### src/sv/bei_pkg.sv
// shared types and constants for the breakpoint envelope interpolator
// no dependencies
package bei_pkg;

  typedef enum logic [1:0] {
    OP_INSERT = 2'd0,
    OP_EVAL   = 2'd1,
    OP_CLEAR  = 2'd2,
    OP_NONE   = 2'd3
  } op_e;

  localparam logic STATUS_OK   = 1'b0;
  localparam logic STATUS_FULL = 1'b1;

  // controller to datapath commands
  typedef struct packed {
    logic load;       // capture input item
    logic srch_init;  // start binary search
    logic srch_step;  // apply one compare to lo/hi
    logic rd_mid;     // read memories at mid
    logic rd_k;       // read memories at k
    logic rd_km1;     // read memories at k-1
    logic cap_g;      // capture entry k as upper point
    logic cap_l;      // capture entry k-1 as lower point
    logic diff;       // form sign and magnitude of dy
    logic mul;        // form magnitude product
    logic div_init;   // start division
    logic div_step;   // one restoring division step
    logic shift_rd;   // read entry j-1
    logic shift_wr;   // write entry j from read data, j--
    logic ins_wr;     // write new item at k
    logic upd_wr;     // overwrite value at k
    logic cnt_inc;
    logic cnt_clr;
    logic set_res;    // result from interpolation
    logic set_first;  // result from entry 0 (read data)
    logic set_last;   // result from entry count-1 (read data)
    logic set_zero;
    logic set_full;
    logic rd_first;
    logic rd_last;
  } cmd_t;

  typedef struct packed {
    logic [1:0] op;
    logic srch_done;
    logic cnt_zero;
    logic k_zero;
    logic k_end;
    logic full;
    logic match;      // read data time equals request
    logic shift_done; // j == k
    logic div_done;
  } sts_t;

endpackage

### src/sv/bei_ctrl.sv
// controller state machine sequencing search, insert shift and division
// depends on bei_pkg
module bei_ctrl (
  input  logic          clk_i,
  input  logic          rst_ni,
  input  logic          in_fire_i,
  input  logic          out_busy_i,
  output logic          in_ready_o,
  output logic          out_load_o,
  output bei_pkg::cmd_t cmd_o,
  input  bei_pkg::sts_t sts_i
);
  typedef enum logic [4:0] {
    S_IDLE, S_DISP, S_SRCH_RD, S_SRCH_WAIT, S_SRCH_CMP, S_EV_RDK, S_EV_WK,
    S_EV_RDL, S_EV_WL, S_EV_DIFF, S_EV_MUL, S_EV_DINIT, S_EV_DIV, S_EV_RES,
    S_EV_END, S_IN_RDK, S_IN_WK, S_IN_CHK, S_SH_RD, S_SH_WAIT, S_SH_WR,
    S_FIN
  } state_e;

  state_e state_q;

  always_ff @(posedge clk_i or negedge rst_ni) begin
    if (!rst_ni) state_q <= S_IDLE;
    else begin
      case (state_q)
        S_IDLE:    if (in_fire_i) state_q <= S_DISP;
        S_DISP: begin
          case (sts_i.op)
            bei_pkg::OP_INSERT: state_q <= S_SRCH_RD;
            bei_pkg::OP_EVAL: state_q <= sts_i.cnt_zero ? S_FIN : S_SRCH_RD;
            default: state_q <= S_FIN;
          endcase
        end
        S_SRCH_RD:   state_q <= sts_i.srch_done ?
                                (sts_i.op == bei_pkg::OP_EVAL ? S_EV_RDK : S_IN_RDK)
                                : S_SRCH_WAIT;
        S_SRCH_WAIT: state_q <= S_SRCH_CMP;
        S_SRCH_CMP:  state_q <= S_SRCH_RD;
        S_EV_RDK:    state_q <= S_EV_WK;
        S_EV_WK:     state_q <= (sts_i.k_zero || sts_i.k_end) ? S_EV_END : S_EV_RDL;
        S_EV_END:    state_q <= S_FIN;
        S_EV_RDL:    state_q <= S_EV_WL;
        S_EV_WL:     state_q <= S_EV_DIFF;
        S_EV_DIFF:   state_q <= S_EV_MUL;
        S_EV_MUL:    state_q <= S_EV_DINIT;
        S_EV_DINIT:  state_q <= S_EV_DIV;
        S_EV_DIV:    if (sts_i.div_done) state_q <= S_EV_RES;
        S_EV_RES:    state_q <= S_FIN;
        S_IN_RDK:    state_q <= S_IN_WK;
        S_IN_WK:     state_q <= S_IN_CHK;
        S_IN_CHK: begin
          if ((!sts_i.k_end && sts_i.match) || sts_i.full) state_q <= S_FIN;
          else state_q <= sts_i.shift_done ? S_FIN : S_SH_RD;
        end
        S_SH_RD:     state_q <= sts_i.shift_done ? S_FIN : S_SH_WAIT;
        S_SH_WAIT:   state_q <= S_SH_WR;
        S_SH_WR:     state_q <= S_SH_RD;
        S_FIN:       if (!out_busy_i) state_q <= S_IDLE;
        default:     state_q <= S_IDLE;
      endcase
    end
  end

  logic new_ins;
  assign new_ins = !((!sts_i.k_end && sts_i.match) || sts_i.full);

  always_comb begin
    cmd_o = '0;
    case (state_q)
      S_IDLE:      cmd_o.load = in_fire_i;
      S_DISP: begin
        cmd_o.srch_init = 1'b1;
        cmd_o.cnt_clr   = (sts_i.op == bei_pkg::OP_CLEAR);
      end
      S_SRCH_RD:   cmd_o.rd_mid = 1'b1;
      S_SRCH_WAIT: cmd_o.rd_mid = 1'b1;
      S_SRCH_CMP:  cmd_o.srch_step = 1'b1;
      S_EV_RDK: begin
        cmd_o.rd_k     = !sts_i.k_zero && !sts_i.k_end;
        cmd_o.rd_first = sts_i.k_zero;
        cmd_o.rd_last  = sts_i.k_end;
      end
      S_EV_WK: begin
        cmd_o.cap_g     = 1'b1;
        cmd_o.set_first = sts_i.k_zero;
        cmd_o.set_last  = sts_i.k_end && !sts_i.k_zero;
      end
      S_EV_RDL:    cmd_o.rd_km1 = 1'b1;
      S_EV_WL:     cmd_o.cap_l = 1'b1;
      S_EV_DIFF:   cmd_o.diff = 1'b1;
      S_EV_MUL:    cmd_o.mul = 1'b1;
      S_EV_DINIT:  cmd_o.div_init = 1'b1;
      S_EV_DIV:    cmd_o.div_step = !sts_i.div_done;
      S_EV_RES:    cmd_o.set_res = 1'b1;
      S_IN_RDK:    cmd_o.rd_k = 1'b1;
      S_IN_CHK: begin
        cmd_o.upd_wr   = !sts_i.k_end && sts_i.match;
        cmd_o.set_full = sts_i.full && !(!sts_i.k_end && sts_i.match);
        cmd_o.ins_wr   = new_ins && sts_i.shift_done;
        cmd_o.cnt_inc  = new_ins && sts_i.shift_done;
      end
      S_SH_RD: begin
        // once the gap at k is open the new item goes in
        cmd_o.shift_rd = !sts_i.shift_done;
        cmd_o.ins_wr   = sts_i.shift_done;
        cmd_o.cnt_inc  = sts_i.shift_done;
      end
      S_SH_WAIT:   cmd_o.shift_rd = 1'b1;
      S_SH_WR:     cmd_o.shift_wr = 1'b1;
      default:     cmd_o = '0;
    endcase
  end

  assign in_ready_o = (state_q == S_IDLE);
  assign out_load_o = (state_q == S_FIN) && !out_busy_i;
endmodule

### config.mk
export PLATFORM = sky130hd
export DESIGN_NAME = bei_ctrl
export DESIGN_NICKNAME = d
export VERILOG_FILES = /design/src/sv/bei_pkg.sv /design/src/sv/bei_ctrl.sv
export SDC_FILE = /design/constraint.sdc
export NUM_CORES = 1
export LEC_CHECK = 0
export ABC_AREA = 1
export BUFFER_PORTS_ARGS = -buffer_cell sky130_fd_sc_hd__buf_2
export CORE_ASPECT_RATIO = 1.1
export CORE_UTILIZATION = 43
export DETAILED_ROUTE_END_ITERATION = 8
export PLACE_DENSITY = 0.88
export SLEW_MARGIN = 20
export SYNTH_ARGS = -nofsm -noshare
export SYNTH_HDL_FRONTEND = slang
export SYNTH_SLANG_ARGS = --single-unit
### constraint.sdc
create_clock -name clk_i -period 1.75 [get_ports clk_i]
set_input_delay 0.0875 -clock clk_i [delete_from_list [all_inputs] [get_ports clk_i]]
set_output_delay 0.0875 -clock clk_i [all_outputs]
set_load 0.02 [all_outputs]
==> out/metrics.csv, run 1 <==
stage;metric;value;unit
synth;syn-cell-area;718;um^2
final_layout;multi_input_area;499;um^2
synth;synth_area_leaders;nand2_1, dfrtp_1, nor2_1, inv_1, nor2_4;
die;fp.dieArea;1840;um^2
setup_path;start_kind;flip-flop;
sta;maxSlewViolCount;0;
clock_tree;h-tree-depth;1;
detailed_routing;ant_nets;0;
global_route;grt_max_degree;11;
final_layout;diodes;0;
setup_path;critPathArrivalTime;1560;ps
pwr;leakage;0.605;nW
setup_path;path_class;reg2out;
synth;synth_top_family_by_area;simple AND/OR/NAND/NOR gates;
final_layout;drive_above_1_share;38.0;%
die;core_area;1560;um^2
placement;gp_congestion;0.897;
clock_tree;tritoncts;yes;
synth;synth_xor_area_share;0;%
setup_path;worstPathRequired;1660;ps
setup_path;cp_max_fo;6;
die;chipHeight;44.9;um
synth;synth-simple-area-share;60.8;%
global_route;grt.overflow.total;0;
die;die_w;41.0;um
sta;fin_crit_sh;94.2;%
clock_tree;clockRootBuffer;clkbuf_4;
detailed_routing;drt-total-wl;2.05;mm
clock_tree;path_clk_slew;40;ps
synth;syn_inst;129;
die;rows;15;
final_layout;finalNetCount;186;
global_route;grt_use_total;25.1;%
sta;hold_violations;0;
detailed_routing;vias;982;
pwr;peakVddDrop;714;uV
synth;seq_area_frac_synth;17.4;%
setup_path;path_cells;inv_2 -> nand2_2 -> nor2_4 -> inv_1 -> o31ai_2 -> buf_4;
clock_tree;cts_buffer_depth;2;
synth;synth_largest_area_cell;nand2_1;
clock_tree;clkSinkCount;5;
detailed_routing;vias_per_cell;5.22;
final_layout;largest_reg_flops;5;
die;initial_core_util;46.1;%
final_layout;regMostFlops;state_q;
sta;worst_slack;102;ps
global_route;antenna_found_initial;0;
detailed_routing;dr.pass1.iters;4;
synth;synth_top_area_share;18.3;%
sta;final.setup_skew;2.59;ps
final_layout;n_fill_cell;150;
detailed_routing;drc;0;
global_route;grt_pass1_vias;804;
setup_path;crit_path_top_delay_cell;dfrtp_2;
pwr;power_density;1410;nW/um^2
clock_tree;clk_latency;250;ps
clock_tree;cts_made_buffers;3;
worst_hold_path;holdCritPathClass;in2reg;
setup_path;cpPeakStageDelay;440;ps
synth;synthDistinctLibCells;22;
die;pin_count;41;
job;maxCapViolations;0;
detailed_routing;drt-initial-drc-count;42;
global_route;grt_pass1_wl;3.07;mm
synth;synthAdderAreaFrac;0;%
final_layout;top_regs;state_q: 5 flops;
final_layout;seqCellArea;129;um^2
synth;synth-seq-cells;5;
outcome;outcome;completed;
final_layout;area_delta_synth_final;36.4;%
setup_path;endpoint_kind;output port;
synth;syn-mean-instance-area;5.57;um^2
synth;syn_nets;143;
synth;synth_warnings;0;
sta;fmax;607;MHz
sta;final.min_clock_period;1650;ps
sta;setup_violations;0;
sta;grt_setup_unrepaired;no;
synth;synth_compound_area_share;6.10;%
placement;dpl.hpwl;1.73;mm
placement;port_buffers;39;
placement;dp_slack;241;ps
setup_path;r2r_slack;370;ps
synth;synth.mux.area_fraction;0;%
sta;final.setup.tns;0;ps
detailed_routing;avgRoutedWirePerCell;10.9;um
## worst max-delay path: cells and delay by family (launching register included)
kind,cells,cell delay (ps)
and+or+nand+nor,2,290
AOI/OAI and AO/OA,1,210
DFF,1,440
buffers and inverters,3,360
## what timing repair did
item	CTS	global route
hold buffers	1	0
resized for setup	0	8
buffers inserted	1	0
endpoints found under the setup margin	2	4
pin swaps	1	0
endpoints found under the hold margin	5	0
## cells in the final DEF (no fill, tap or decap)
cell           instances
clkinv_1               1
a31o_2                 1
nor2_1                25
a21o_1                 1
nor2_4                 6
inv_1                 17
dfrtp_2                3
clkbuf_4               3
dfrtp_1                2
o21ai_0                2
nor3_1                 6
inv_2                  5
nand4_1                4
nor3_2                 2
nand3_1                7
dlygate4sd3_1          1
nand2_2                1
nor3b_1                1
a21oi_1                2
o31ai_2                1
buf_2                 37
nand3_2                3
nand2_1               35
clkbuf_1               1
conb_1                 1
buf_4                  3
## stage by stage
stage          utilization, %  cells  cell area, um^2  power, mW  hold slack, ps
2_1_floorplan               -    129              723      0.948            -208
3_3_place_gp             58.9    182              917       1.17            -101
3_5_place_dp             58.9    182              917       1.18           -98.4
4_1_cts                  61.7    188              961       1.35             165
5_1_grt                  62.9    188              980       1.50             189
6_report                 62.9    188              980       1.38             173
## cell type report
class	count	area share (%)
Clock buffer	4	2.68
Tap cell	17	2.17
Multi-Input combinational cell	98	51.0
Sequential cell	5	13.2
Inverter	23	8.81
Timing Repair Buffer	41	22.2
## cells in the mapped netlist
master	instances
inv_1	18
nor2_2	2
buf_4	3
nor3_2	2
nor3_1	6
dfrtp_1	5
conb_1	1
clkinv_1	1
nor2_4	4
nand2_2	1
nand2_1	35
o21ai_0	2
nand3_2	3
nand4_1	4
nor3b_1	1
o31ai_1	1
nand3_1	7
a21o_1	1
a21oi_1	2
a31o_2	1
inv_2	4
nor2_1	25
## path summary, 6_finish.rpt
kind                                              from                endpoint  cells past startpoint
worst min-delay path                          sts_i[4]  state_q[3]$_DFFE_PN0P_                      3
max in group asynchronous                       rst_ni  state_q[4]$_DFFE_PN0P_                      2
worst max register to register  state_q[4]$_DFFE_PN0P_  state_q[0]$_DFFE_PN0P_                      9
worst max-delay path            state_q[1]$_DFFE_PN0P_                cmd_o[8]                      6
min in group asynchronous                       rst_ni  state_q[0]$_DFFE_PN0P_                      2
worst min register to register  state_q[3]$_DFFE_PN0P_  state_q[3]$_DFFE_PN0P_                      2
## where the power goes
| part | switching (mW) | total [mW] | internal [mW] |
|---|---|---|---|
| combinational | 0.641 | 0.949 | 0.308 |
| clock | 0.0506 | 0.137 | 0.0864 |
| sequential | 0.117 | 0.292 | 0.175 |
## kinds of logic after synthesis
group | Yosys count
and+or+nand+nor | 90
DFF | 5
buffers and inverters | 26
other | 1
AOI/OAI and AO/OA | 7
## per-layer routing
metal / up-vias / global-route usage, % / share of wire, %
met2: 47 / 42.2 / 51
met1: 435 / 27.6 / 39
li1: 491 / - / -
met4: 0 / 14.0 / 3.4
met5: - / 0 / 0
met3: 9 / 5.91 / 6.2
(Power assumes the default switching activity.)
==> inputs of run 2 (changes only) <==
CORE_UTILIZATION = 30   (was 43)
PLACE_DENSITY = 0.67   (was 0.88)
==> run 2 against run 1 <==
Fmax shrank 1.1%. Via count down 1.6%. Clock skew fell by 0.54 ps. Sequential share of layout area fell by 0.13 points. Count of clock-buffer cells in the layout did not move. Sequential power is 3% lower. Routed wire length grew 6.9%. Highest routed layer unchanged. Total power is 1.6% lower. Clock power hardly changed.
==> out/metrics.csv, run 2 (synthesis results as in run 1) <==
stage;metric;value;unit;change
outcome;outcome;completed;;
sta;final.min_clock_period;1670;ps;+18.0 ps
clock_tree;tritoncts;yes;;
detailed_routing;ant_nets;0;;unchanged
final_layout;final_common_cell;buf_2;;
pwr;peakVddDrop;777;uV;+8.9%
final_layout;n_fill_cell;253;;+69%
die;chipHeight;53.3;um;+19%
setup_path;r2r_start;state_q[3]$_DFFE_PN0P_;;
clock_tree;h-tree-depth;1;;unchanged
worst_hold_path;holdCritPathClass;in2async;;
setup_path;ff2ff_path_depth;7;;-2
global_route;antenna_found_initial;0;;unchanged
sta;setup_violations;0;;unchanged
sta;hold_ws;175;ps;+2.48 ps
die;rows;18;;+3
final_layout;stdcell_count;201;;+6.9%
setup_path;cp_max_fo;6;;unchanged
die;die_w;48.7;um;+19%
global_route;grt_pass1_wl;3.35;mm;+9.2%
final_layout;regMostFlops;state_q;;
detailed_routing;drt-total-wl;2.20;mm;+6.9%
pwr;leakage;0.605;nW;about the same
clock_tree;cts_buffer_depth;2;;unchanged
sta;final.setup_skew;2.05;ps;-0.538 ps
sta;hold_violations;0;;unchanged
sta;maxSlewViolCount;0;;unchanged
setup_path;timing.rr.end;state_q[0]$_DFFE_PN0P_;;
detailed_routing;vias_per_cell;4.81;;-8.0%
setup_path;endpoint_kind;output port;;
final_layout;top_regs;state_q: 5 flops;;
global_route;grt_use_total;17.5;%;-7.6 points
clock_tree;cts_made_buffers;3;;unchanged
final_layout;finalNetCount;186;;unchanged
die;core_area;2250;um^2;+45%
setup_path;start_kind;flip-flop;;
die;pin_count;41;;unchanged
global_route;grt.overflow.total;0;;unchanged
clock_tree;clk_latency;250;ps;about the same
final_layout;drive_above_1_share;37.4;%;-0.58 points
detailed_routing;drc;0;;unchanged
detailed_routing;drt-initial-drc-count;29;;-31%
placement;placedCellCount;195;;+7.1%
setup_path;r2r_slack;390;ps;+20 ps
die;fp.dieArea;2590;um^2;+41%
setup_path;critPathArrivalTime;1580;ps;+20 ps
job;maxCapViolations;0;;unchanged
final_layout;largest_reg_flops;5;;unchanged
clock_tree;clockRootBuffer;clkbuf_4;;
sta;fin_crit_sh;95.2;%;+1.0 points
detailed_routing;avgRoutedWirePerCell;10.9;um;about the same
placement;dpl.hpwl;1.87;mm;+8.1%
setup_path;path_class;reg2out;;
detailed_routing;dr.pass1.iters;5;;+1
final_layout;mostFrequentLayoutCells;buf_2, nand2_1, nor2_1, inv_1, nand3_1;;
pwr;power_density;1380;nW/um^2;-1.6%
global_route;grt_pass1_vias;828;;+3.0%
placement;gp_congestion;0.838;;-6.5%
global_route;grt_max_degree;11;;unchanged
final_layout;seqCellArea;128;um^2;-0.97%
clock_tree;path_clk_slew;40;ps;about the same
sta;final.setup.tns;0;ps;unchanged
detailed_routing;vias;966;;-1.6%
die;initial_core_util;31.9;%;-14 points
placement;port_buffers;39;;unchanged
sta;fmax;600;MHz;-1.1%
final_layout;multi_input_area;489;um^2;-2.0%
setup_path;worstPathRequired;1660;ps;about the same
pwr;total_power;1.36;mW;-1.6%
final_layout;area_delta_synth_final;36.4;%;unchanged
clock_tree;clkSinkCount;5;;unchanged
sta;grt_setup_unrepaired;yes;;
final_layout;diodes;0;;unchanged
run 2: cell counts in the layout (fill, tap and decap cells not counted):
Identical to the previous run, type by type.
run 2: worst max-delay path by stage:
stage	slack (ps)	endpoint	cells after the start	from
2_1_floorplan	100	cmd_o[10]	6	state_q[3]$_DFFE_PN0P_
3_3_place_gp	290	cmd_o[8]	6	state_q[3]$_DFFE_PN0P_
3_5_place_dp	240	cmd_o[8]	6	state_q[3]$_DFFE_PN0P_
4_1_cts	30	cmd_o[8]	6	state_q[1]$_DFFE_PN0P_
5_1_grt	-9	cmd_o[10]	6	state_q[1]$_DFFE_PN0P_
6_report	80	cmd_o[8]	6	state_q[3]$_DFFE_PN0P_
run 2: cell type report:
type	count	share of cell area, %
repair buffers	41	21.7
clock buffers	4	2.68
inverters	23	8.81
well taps	30	3.83
flip-flops and latches	5	13.0
multi-input cells	98	49.9
run 2: metal layers:
layer / vias up / routed length [um] / track usage, %
li1: 484 / - / -
met1: 425 / 903 / 18.5
met2: 49 / 1090 / 31.7
met3: 8 / 136 / 2.59
met4: 0 / 70 / 13.2
met5: - / 0 / 0
run 2: timing repair:
item                       CTS  global route
setup endpoints to repair    2             5
setup buffers                1             0
pin swaps                    1             0
gates cloned                 0             0
resized for setup            0             3
hold buffers                 1             0
hold endpoints to repair     5             0
run 2: metrics by stage:
step / setup slack, ps / instance area, um^2 / utilization (%)
final: 83.6 / 980 / 43.5
after detailed placement: 237 / 933 / 41.4
after global routing: -8.70 / 980 / 43.5
after floorplan: 96.2 / 723 / -
after global placement: 294 / 933 / 41.4
after CTS: 25.6 / 977 / 43.4
run 2: where the power goes:
group / internal [mW] / switching, mW / total (mW)
clock: 0.0863 / 0.0491 / 0.135
combinational: 0.299 / 0.638 / 0.937
sequential: 0.174 / 0.110 / 0.283
run 2: worst max-delay path, stage by stage (launching register included):
cell and delay (ps):
dfrtp_1 470, nor2_4 150, nand2_1 90, nor2_2 130, inv_1 90, o31ai_2 190, buf_2 200
==> inputs of run 3 (changes only) <==
--- a/config.mk
+++ b/config.mk
@@ -9,7 +9,7 @@
 export BUFFER_PORTS_ARGS = -buffer_cell sky130_fd_sc_hd__buf_2
 export CORE_ASPECT_RATIO = 1.1
-export CORE_UTILIZATION = 30
+export CORE_UTILIZATION = 39
 export DETAILED_ROUTE_END_ITERATION = 8
-export PLACE_DENSITY = 0.67
+export PLACE_DENSITY = 0.84
 export SLEW_MARGIN = 20
 export SYNTH_ARGS = -nofsm -noshare
==> constraint.sdc (replaced) <==
create_clock -name clk_i -period 1.4 [get_ports clk_i]
set_input_delay 0.14 -clock clk_i [delete_from_list [all_inputs] [get_ports clk_i]]
set_output_delay 0.14 -clock clk_i [all_outputs]
set_load 0.02 [all_outputs]
==> run 3 against run 2 <==
Routed wire length is 81% higher. Die area is 22% lower. The run now ends with negative setup slack left. Global-route usage is 15 points higher.
==> out/metrics.csv, run 3 (synthesis results as in run 1) <==
stage;metric;value;unit;change
outcome;outcome;complete, but fails checks;;
outcome;violations;negative setup slack;;
global_route;grt_use_total;32.9;%;+15 points
detailed_routing;drc;0;;unchanged
sta;maxSlewViolCount;0;;unchanged
global_route;grt.overflow.total;0;;unchanged
final_layout;diodes;0;;unchanged
setup_path;r2r_start;state_q[4]$_DFFE_PN0P_;;
setup_path;r2r_slack;-310;ps;-700 ps
final_layout;mostFrequentLayoutCells;buf_4, nand2_1, buf_2, nor2_1, buf_6;;
worst_hold_path;holdCritPathClass;in2async;;
sta;hold_violations;0;;unchanged
sta;final.min_clock_period;1710;ps;
sta;final.setup.tns;-4880;ps;-4880 ps
die;rows;15;;-3
clock_tree;h-tree-depth;1;;unchanged
detailed_routing;ant_nets;0;;unchanged
final_layout;fin_util;90.8;%;+47 points
global_route;grt_pass1_vias;1079;;+30%
detailed_routing;dr.pass1.iters;5;;unchanged
setup_path;worstPathRequired;1530;ps;-130 ps
clock_tree;path_clk_slew;50;ps;about the same
clock_tree;cts_buffer_depth;2;;unchanged
final_layout;finalNetCount;218;;+17%
placement;placedCellCount;189;;-3.1%
die;die_w;42.9;um;-12%
clock_tree;clk_latency;260;ps;about the same
placement;port_buffers;39;;unchanged
final_layout;top_regs;state_q: 5 flops;;
global_route;grt.busiest_layer;met2;;
setup_path;timing.rr.end;state_q[0]$_DFFE_PN0P_;;
sta;grt_setup_unrepaired;yes;;
setup_path;cp_max_fo;6;;unchanged
global_route;grt_use_met3;5.38;%;+2.8 points
job;maxCapViolations;0;;unchanged
setup_path;endpoint_kind;flip-flop;;
final_layout;regMostFlops;state_q;;
global_route;antenna_found_initial;0;;unchanged
global_route;grt_max_degree;8;;-3
setup_path;cp_common_cell;nand2_1;;
setup_path;critPathArrivalTime;1840;ps;+260 ps
die;initial_core_util;43.5;%;+12 points
sta;fmax;585;MHz;
pwr;leakage;0.814;nW;+34%
final_layout;largest_reg_flops;5;;unchanged
die;chipHeight;47.0;um;-12%
detailed_routing;drt-total-wl;3.98;mm;+81%
global_route;use_met2;58.5;%;+27 points
final_layout;final_common_cell;buf_4;;
clock_tree;clkSinkCount;5;;unchanged
detailed_routing;drt-initial-drc-count;109;;+280%
setup_path;ff2ff_path_depth;11;;+4
sta;worst_slack;-310;ps;-394 ps
sta;final.setup_skew;1.24;ps;-0.810 ps
clock_tree;cts_made_buffers;3;;unchanged
placement;dpl.hpwl;1.88;mm;+0.60%
setup_path;path_class;reg2reg;;
detailed_routing;vias;1294;;+34%
global_route;met1_usage;36.4;%;+18 points
sta;setup_violations;29;;+29
setup_path;start_kind;flip-flop;;
final_layout;area_delta_synth_final;109;%;
setup_path;path_cells;inv_4 -> buf_4 -> buf_4 -> nand3_1 -> nand2_2 -> nand2_2 -> nand2_1 -> nor2_2 -> nand2_1 -> nand2_1 -> nand2_1;;
clock_tree;clockRootBuffer;clkbuf_4;;
sta;fin_crit_sh;122;%;
detailed_routing;avgRoutedWirePerCell;18.1;um;+66%
setup_path;crit_path_top_delay_cell;dfrtp_2;;
final_layout;stdcell_count;220;;+9.5%
placement;gp_congestion;0.971;;+16%
die;fp.dieArea;2020;um^2;-22%
final_layout;drive_above_1_share;65.5;%;+28 points
global_route;grt_pass1_wl;4.79;mm;+43%
clock_tree;tritoncts;yes;;
die;core_area;1650;um^2;-27%
setup_path;cpPeakStageDelay;440;ps;-30 ps
pwr;peakVddDrop;1350;uV;+74%
pwr;power_density;1950;nW/um^2;+41%
detailed_routing;vias_per_cell;5.88;;+22%
die;pin_count;41;;unchanged
[run 3: changes by cell type in the layout (fill, tap and decap cells not counted), sizes merged]
cell	before	now
buf	40	72
clkbuf	4	3
inv	22	23
[run 3: worst max-delay path: cells and delay by family (launching register included)]
kind / cells / cell delay (ps)
buffers and inverters: 3 / 350
flip-flops: 1 / 440
AND/OR/NAND/NOR: 8 / 780
[run 3: metrics by stage]
stage               hold WS, ps  setup WS [ps]  power (mW)  cell area, um^2
floorplan                  -156           -157        1.22              754
global placement          -44.7          -21.0        1.60              997
detailed placement        -45.7          -9.82        1.62              997
CTS                         221           -198        2.38             1320
global route                223           -365        3.05             1500
finish                      216           -310        2.93             1500
[run 3: how the worst max path moves through the flow]
stage	slack, ps	cells after the start	startpoint	to
after floorplan	-160	6	state_q[3]$_DFFE_PN0P_	cmd_o[10]
after global placement	-20	9	state_q[4]$_DFFE_PN0P_	state_q[0]$_DFFE_PN0P_
after detailed placement	-10	5	state_q[0]$_DFFE_PN0P_	cmd_o[7]
after CTS	-200	6	state_q[2]$_DFFE_PN0P_	cmd_o[10]
after global routing	-370	11	state_q[4]$_DFFE_PN0P_	state_q[0]$_DFFE_PN0P_
final	-310	11	state_q[4]$_DFFE_PN0P_	state_q[0]$_DFFE_PN0P_
[run 3: layout make-up]
cell class	instances	area (um^2)
Timing Repair Buffer	73	568
Tap cell	17	21.3
Multi-Input combinational cell	98	664
Clock inverter	1	5.00
Inverter	23	88.8
Sequential cell	5	130
Clock buffer	3	22.5
Fill cell	74	151
[run 3: routing by layer]
metal	routed length, um	vias to the layer above
met1	1400	580
met4	284	0
li1	-	548
met2	1960	125
met3	339	41
met5	0	-
[run 3: repair_timing]
| action | in CTS | in global routing |
|---|---|---|
| buffers inserted | 15 | 11 |
| gates resized for setup | 54 | 30 |
| pin swaps | 14 | 10 |
| hold buffers | 1 | 0 |
| endpoints found under the setup margin | 27 | 31 |
| endpoints found under the hold margin | 5 | 0 |
[run 3: power breakdown]
part	switching, mW	total, mW	internal [mW]
clock	0.0795	0.184	0.105
combinational	1.38	2.40	1.01
sequential	0.127	0.349	0.222
total	1.59	2.93	1.34
